File: config.mk
export PLATFORM = sky130hd
export DESIGN_NAME = edi_seq
export DESIGN_NICKNAME = d
export VERILOG_FILES = /design/src/sv/edi_pkg.sv /design/src/sv/edi_seq.sv
export SDC_FILE = /design/constraint.sdc
export NUM_CORES = 1
export LEC_CHECK = 0
export ABC_AREA = 1
export BUFFER_PORTS_ARGS = -buffer_cell sky130_fd_sc_hd__buf_2
export CAP_MARGIN = 20
export CORE_MARGIN = 3
export CORE_UTILIZATION = 45
export CTS_BUF_LIST = sky130_fd_sc_hd__clkbuf_4 sky130_fd_sc_hd__clkbuf_8 sky130_fd_sc_hd__clkbuf_16
export CTS_CLUSTER_DIAMETER = 100
export DETAILED_ROUTE_END_ITERATION = 8
export PLACE_DENSITY = 0.74
export SYNTH_ARGS = -nofsm -noshare
export SYNTH_HDL_FRONTEND = slang
export SYNTH_SLANG_ARGS = --single-unit
File: constraint.sdc
create_clock -name clk -period 4.3 [get_ports clk]
set_input_delay 0.86 -clock clk [delete_from_list [all_inputs] [get_ports clk]]
set_output_delay 0.86 -clock clk [all_outputs]
set_load 0.05 [all_outputs]
File: src/sv/edi_pkg.sv
// ----------------------------------------------------------------------------
// Effective diameter interpolator package
// Shared widths, register map, sequencer encodings and the microcode table.
// ----------------------------------------------------------------------------
package edi_pkg;

  // Payload widths
  localparam int DIST_W = 8;
  localparam int PAIR_W = 48;
  localparam int PCT_W  = 17;
  localparam int FRAC_W = 16;
  localparam int DIAM_W = DIST_W + FRAC_W;

  // Percentile constants, unsigned Q1.16
  localparam logic [PCT_W-1:0] PCT_ONE   = 17'd65536;
  localparam logic [PCT_W-1:0] PCT_RESET = 17'd58982;

  // Parameter defaults
  localparam int MAX_ENTRIES_DEF = 256;
  localparam int COUNT_BITS_DEF  = 48;

  // Configuration port and register map
  localparam int CFG_ADDR_W = 3;
  localparam int CFG_DATA_W = 32;
  localparam int CFG_IDX_W  = CFG_ADDR_W - 2;
  localparam logic [CFG_IDX_W-1:0] REG_PERCENTILE   = 1'b0;
  localparam logic [CFG_IDX_W-1:0] REG_INPUT_IS_PDF = 1'b1;

  // Microcode step addresses
  localparam int PC_W = 4;
  localparam logic [PC_W-1:0] S_IDLE   = 4'd0;
  localparam logic [PC_W-1:0] S_MUL_LO = 4'd1;
  localparam logic [PC_W-1:0] S_MUL_HI = 4'd2;
  localparam logic [PC_W-1:0] S_READ   = 4'd3;
  localparam logic [PC_W-1:0] S_CMP    = 4'd4;
  localparam logic [PC_W-1:0] S_ADV    = 4'd5;
  localparam logic [PC_W-1:0] S_NOHIT  = 4'd6;
  localparam logic [PC_W-1:0] S_HIT    = 4'd7;
  localparam logic [PC_W-1:0] S_DIV    = 4'd8;
  localparam logic [PC_W-1:0] S_FIN    = 4'd9;
  localparam logic [PC_W-1:0] S_OUT    = 4'd10;
  localparam logic [PC_W-1:0] S_DONE   = 4'd11;

  // Datapath operations
  localparam int OP_W = 4;
  localparam logic [OP_W-1:0] OP_NONE     = 4'd0;
  localparam logic [OP_W-1:0] OP_LOAD     = 4'd1;
  localparam logic [OP_W-1:0] OP_MUL_LO   = 4'd2;
  localparam logic [OP_W-1:0] OP_MUL_HI   = 4'd3;
  localparam logic [OP_W-1:0] OP_CMP      = 4'd4;
  localparam logic [OP_W-1:0] OP_ADV      = 4'd5;
  localparam logic [OP_W-1:0] OP_RES_LAST = 4'd6;
  localparam logic [OP_W-1:0] OP_DIV_INIT = 4'd7;
  localparam logic [OP_W-1:0] OP_DIV_STEP = 4'd8;
  localparam logic [OP_W-1:0] OP_RES_DIV  = 4'd9;
  localparam logic [OP_W-1:0] OP_CLEAR    = 4'd10;

  // Jump conditions
  localparam int COND_W = 3;
  localparam logic [COND_W-1:0] C_NEVER    = 3'd0;
  localparam logic [COND_W-1:0] C_ALWAYS   = 3'd1;
  localparam logic [COND_W-1:0] C_NO_CLOSE = 3'd2;
  localparam logic [COND_W-1:0] C_HIT      = 3'd3;
  localparam logic [COND_W-1:0] C_MORE     = 3'd4;
  localparam logic [COND_W-1:0] C_SPECIAL  = 3'd5;
  localparam logic [COND_W-1:0] C_DIV_MORE = 3'd6;
  localparam logic [COND_W-1:0] C_OUT_WAIT = 3'd7;

  // One control word of the program
  typedef struct packed {
    logic              in_ready;
    logic              out_valid;
    logic [OP_W-1:0]   op;
    logic [COND_W-1:0] cond;
    logic [PC_W-1:0]   target;
  } edi_uword_t;

  // Status flags that the datapath hands to the sequencer
  typedef struct packed {
    logic no_close;
    logic hit;
    logic more;
    logic special;
    logic div_more;
    logic out_wait;
  } edi_flags_t;

  // The program. A step jumps to its target when its condition holds,
  // otherwise it falls through to the next step.
  function automatic edi_uword_t ucode_rom(input logic [PC_W-1:0] pc);
    edi_uword_t w;
    case (pc)
      S_IDLE:   w = '{in_ready: 1'b1, out_valid: 1'b0, op: OP_LOAD,
                      cond: C_NO_CLOSE, target: S_IDLE};
      S_MUL_LO: w = '{in_ready: 1'b0, out_valid: 1'b0, op: OP_MUL_LO,
                      cond: C_NEVER, target: S_IDLE};
      S_MUL_HI: w = '{in_ready: 1'b0, out_valid: 1'b0, op: OP_MUL_HI,
                      cond: C_NEVER, target: S_IDLE};
      S_READ:   w = '{in_ready: 1'b0, out_valid: 1'b0, op: OP_NONE,
                      cond: C_NEVER, target: S_IDLE};
      S_CMP:    w = '{in_ready: 1'b0, out_valid: 1'b0, op: OP_CMP,
                      cond: C_HIT, target: S_HIT};
      S_ADV:    w = '{in_ready: 1'b0, out_valid: 1'b0, op: OP_ADV,
                      cond: C_MORE, target: S_READ};
      S_NOHIT:  w = '{in_ready: 1'b0, out_valid: 1'b0, op: OP_RES_LAST,
                      cond: C_ALWAYS, target: S_OUT};
      S_HIT:    w = '{in_ready: 1'b0, out_valid: 1'b0, op: OP_DIV_INIT,
                      cond: C_SPECIAL, target: S_OUT};
      S_DIV:    w = '{in_ready: 1'b0, out_valid: 1'b0, op: OP_DIV_STEP,
                      cond: C_DIV_MORE, target: S_DIV};
      S_FIN:    w = '{in_ready: 1'b0, out_valid: 1'b0, op: OP_RES_DIV,
                      cond: C_NEVER, target: S_IDLE};
      S_OUT:    w = '{in_ready: 1'b0, out_valid: 1'b1, op: OP_NONE,
                      cond: C_OUT_WAIT, target: S_OUT};
      S_DONE:   w = '{in_ready: 1'b0, out_valid: 1'b0, op: OP_CLEAR,
                      cond: C_ALWAYS, target: S_IDLE};
      default:  w = '{in_ready: 1'b0, out_valid: 1'b0, op: OP_NONE,
                      cond: C_ALWAYS, target: S_IDLE};
    endcase
    return w;
  endfunction

endpackage

File: src/sv/edi_seq.sv
// ----------------------------------------------------------------------------
// Effective diameter interpolator sequencer
// Step counter over the microcode table with conditional jumps.
// ----------------------------------------------------------------------------
module edi_seq (
  input  logic                clk,
  input  logic                rst_n,
  input  edi_pkg::edi_flags_t flags,
  output edi_pkg::edi_uword_t ctl
);
  import edi_pkg::*;

  logic [PC_W-1:0] pc_r;
  logic [PC_W-1:0] pc_nxt;
  logic            take;

  assign ctl = ucode_rom(pc_r);

  // Evaluate the jump condition of the current step.
  always_comb begin
    case (ctl.cond)
      C_NEVER:    take = 1'b0;
      C_ALWAYS:   take = 1'b1;
      C_NO_CLOSE: take = flags.no_close;
      C_HIT:      take = flags.hit;
      C_MORE:     take = flags.more;
      C_SPECIAL:  take = flags.special;
      C_DIV_MORE: take = flags.div_more;
      C_OUT_WAIT: take = flags.out_wait;
      default:    take = 1'b1;
    endcase
    pc_nxt = take ? ctl.target : pc_r + PC_W'(1);
  end

  always_ff @(posedge clk) begin
    if (!rst_n) begin
      pc_r <= S_IDLE;
    end else begin
      pc_r <= pc_nxt;
    end
  end

endmodule

* After elaboration in Yosys (flattened, before gate mapping)
Memories as Yosys holds them, arrays and structs flattened. A register that Yosys moved wholly into a read port is not among the register bits. Cells that the tools add are included.
Operators by class: add/subtract/negate cells 1, equal/unequal tests 7, muxes and demuxes 3, reductions and logical operators 1
Operator list (number):
- 3-bit equality test (second input constant) | 4
- 4-bit two-way mux | 2
- 1-bit one-hot mux with 8 select lines | 1
- 3-bit by 2-bit equality test with 1-bit output (second input constant) | 2
- 4-bit by 1-bit adder with 4-bit output (second input constant) | 1
- 3-bit by 1-bit equality test with 1-bit output (second input constant) | 1
- 3-bit logical NOT | 1
Word-level totals: bits in registers 4, bits in read-only memories 208, memories kept 1
Memories:
- (no name shown) | words 16, width 13, read ports 1, clocked after Yosys merged registers in 1, wr ports 0, line edi_pkg.sv:92 | case (pc)

* Depth between registers and ports, before layout
word-level depth 4, depth in mapped cells 12

* Worst setup path after synthesis
Ideal clock, no wire load.
kind input to register, start input port flags[1] (netlist name), end register, netlist name ctl[8], arrival time 1926 ps, required time 4178 ps, path slack 2252 ps, stages on the path 11, cells stage by stage inv_1 nand2_1 nand3_1 nand2_1 nand2_2 nand2_2 nand2_1 nand3_1 ha_1 nand3_1 nand3_1
On the way: word-level cells in the longest chain between the ends 3
Ends and longest elaborated chain:
- from (decl) | line edi_seq.sv:8 | input edi_pkg::edi_flags_t flags,
- 1-bit one-hot mux with 8 select lines | line edi_seq.sv:21 | case (ctl.cond)
- 4-bit two-way mux | line edi_seq.sv:32 | pc_nxt = take ? ctl.target : pc_r + PC_W'(1);
- 4-bit two-way mux (no line)
Every way passes these cells. A chain may end at the register's enable or synchronous reset.

* Final worst setup path
start input port flags[1] (netlist name), end register, netlist name ctl[8]
On the way: word-level cells in the longest chain between the ends 3
Ends and longest elaborated chain (line):
- 1-bit one-hot mux with 8 select lines | edi_seq.sv:21
- 4-bit two-way mux | edi_seq.sv:32
- 4-bit two-way mux (no line)
Every way passes these cells.

==> implementation parameters <==
Parameter                              Value

Clock tree
  Post-CTS setup buffers    0
  Master cell of the clock root buffer    clkbuf_4
  Number of gates resized after cts    0
  Clock tree from TritonCTS    done
  Post-CTS clock slew at the launch and capture registers of the worst setup and hold paths    ~90 ps
  Maximum clock path buffer count    2
  Worst-Skew Late Latency    between 200 and 300 ps
  TritonCTS buffer count    3
  Number of hold buffers added after cts    0
  CTS H-Tree Depth    1
  Number of clock sinks    17

Synth
  Most area-hungry cell type in the Yosys netlist    dfxtp_1
  Net Count, Synth    around 120
  Portion of synthesized cell area occupied by the leading cell type    40.5%
  Fraction of the yosys area taken by sequential cells    40.5%
  Mapped Area    between 800 and 900 um2
  Distinct cells, synth    20
  Average size of a mapped cell    8.31 um2
  Yosys synthesis warning count    0
  Fraction of synthesis flops using an asynchronous set or reset pin    0%
  Number of enable flip-flop cells after synthesis    0
  Post-Syn Instances    just over 100
  Ranking of synthesized cells by area    dfxtp_1 (41%), nand3_1 (9.5%), ha_1 (8.9%)
  Leading register cell type out of synthesis    dfxtp_1
  Yosys reg bits    17

Global route
  Number of antenna violations at the first check in global routing    0
  Gr usage total    between 10% and 20%
  Aggregate global routing overflow    0
  Wire length of the first global-routing pass    roughly 2900 um
  Largest net degree at the start of global routing    10
  Via count of the first global-routing pass    approximately 660

Final layout
  Commonest cells after routing, fill and taps aside    nand2_1 (20), buf_2 (20), dfxtp_1 (17)
  P&R area growth vs syn    18.5%
  Ratio of cells with drive above 1 in the final layout    a little under a third
  Final layout net count    roughly 140
  Number of inserted diodes    0

Timing
  Unrepaired setup endpoints after global routing    false
  Setup violators final    0
  Slew of the pin with the lowest slew margin    roughly 290 ps
  Fin crit period    1970 ps
  Clock Skew    roughly 3.6 ps
  Crit share post-route    45.9%
  Max Transition Viols Final    0
  Setup TNS after final layout    0 ps
  Hold Vio Cnt, Final    0
  Worst slew margin relative to its limit    between 80% and 90%
  Timing-limited maximum frequency    approximately 510 MHz

Drt
  TritonRoute pass-1 iters    4
  Mean number of vias per cell    approximately 4.8
  Vias    slightly above 700
  Number of DRC markers in iteration 0    18
  Met2 Wirelength    734 um
  Top layer used by detailed routing    met4
  Routed length on met1    approximately 750 um
  Total routed wirelength    approximately 1600 um
  Met3 routed WL    117 um
  Post-DR wirelength/cell    ~11 um
  Post-route DRC    0
  Antenna Violating Nets Remaining    0

Floorplanning
  Initial core utilization    between 50 and 60%
  Height of the die    49.2 um
  Number of primary I/O pins    21
  Full die area    2420 um2
  Number of core rows    14
  Die Wd    roughly 49 um
  Core footprint    between 1500 and 2000 um2

Worst setup path
  Number of cells on the worst reg-to-reg path    8
  Critical Path Source Type    input pin
  Crit path required time    4480 ps
  Critical path arrival    2150 ps
  Peak fanout along the critical path    7
  Minimum setup slack among reg-to-reg paths    between 2000 and 3000 ps
  Critical path start-end classification    input pin to flop
  Type of destination of the critical path    flop

Placement
  Number of input and output port buffers inserted    20
  Routability Congestion    0.822
  Final HPWL DP    ~1300 um

Job
  Max Cap Violations    0

Status
  Status    finished clean

Worst hold path
  Worst hold path class    flop to flop
  Hold Path Cell Cnt    4
## logic make-up (layout without fill, tap and decap cells)
group / Yosys count / in the layout / synth area share [%]
AND/OR/NAND/NOR: 57 / 57 / 36.7
flip-flops: 17 / 17 / 40.5
buffers and inverters: 14 / 37 / 6.41
adder cells (fa/ha/maj): 6 / 6 / 8.94
AO/OA/AOI/OAI: 5 / 5 / 5.36
XOR/XNOR: 2 / 2 / 2.09
## layer usage
metal	track usage, %	vias to the layer above
met5	0	-
met4	5.69	0
met3	3.98	4
met2	24.8	28
met1	19.7	307
li1	-	368
## critical path, stage by stage
cell and delay (ps):
buf_2 90, inv_1 40, nand2_1 40, nand3_1 70, nand2_1 60, nand2_2 130, nand2_2 100, nand2_1 100
nand3_1 180, ha_1 330, nand3_1 80, nand3_1 70
## state kept, by name (all words and copies together) (netlist names)
name,cells
pc_r,4
ctl,13
## metrics by stage
| step | hold slack, ps | area, um2 | setup slack [ps] | cells | util, % |
|---|---|---|---|---|---|
| after global routing | 642 | 995 | 2190 | 148 | 61.1 |
| after detailed placement | 587 | 965 | 2030 | 144 | 59.2 |
| after floorplan | 571 | 840 | 2250 | 101 | - |
| final | 598 | 995 | 2330 | 148 | 61.1 |
| after CTS | 600 | 995 | 2320 | 148 | 61.1 |
| after global placement | 585 | 965 | 2040 | 144 | 59.2 |
## cell type report
type / count / area, um2
Clock buffer: 4 / 30.0
Tap cell: 24 / 30.0
Inverter: 13 / 48.8
Timing Repair Buffer: 20 / 100
Fill cell: 156 / 634
Sequential cell: 17 / 340
Multi-Input combinational cell: 70 / 445
## worst paths after layout
check,start,endpoint
worst min register to register,ctl[0]$_SDFF_PP0_,pc_r[0]$_SDFF_PN0_
worst max register to register,ctl[5]$_DFF_P_,ctl[8]$_DFF_P_
worst min-delay path,ctl[0]$_SDFF_PP0_,pc_r[0]$_SDFF_PN0_
worst max-delay path,flags[1],ctl[8]$_DFF_P_
## synthesized netlist by cell type (2+ instances only)
cell type  instances
nand2_1           20
dfxtp_1           17
nand3_1           16
inv_1             13
ha_1               6
nor2_1             6
nand2_2            5
nand3_2            3
nand3b_1           2
nor2_4             2
o21ai_1            2
Power is not shown: default switching activity piles up to over one toggle a cycle in this logic, so the estimate is an artifact.
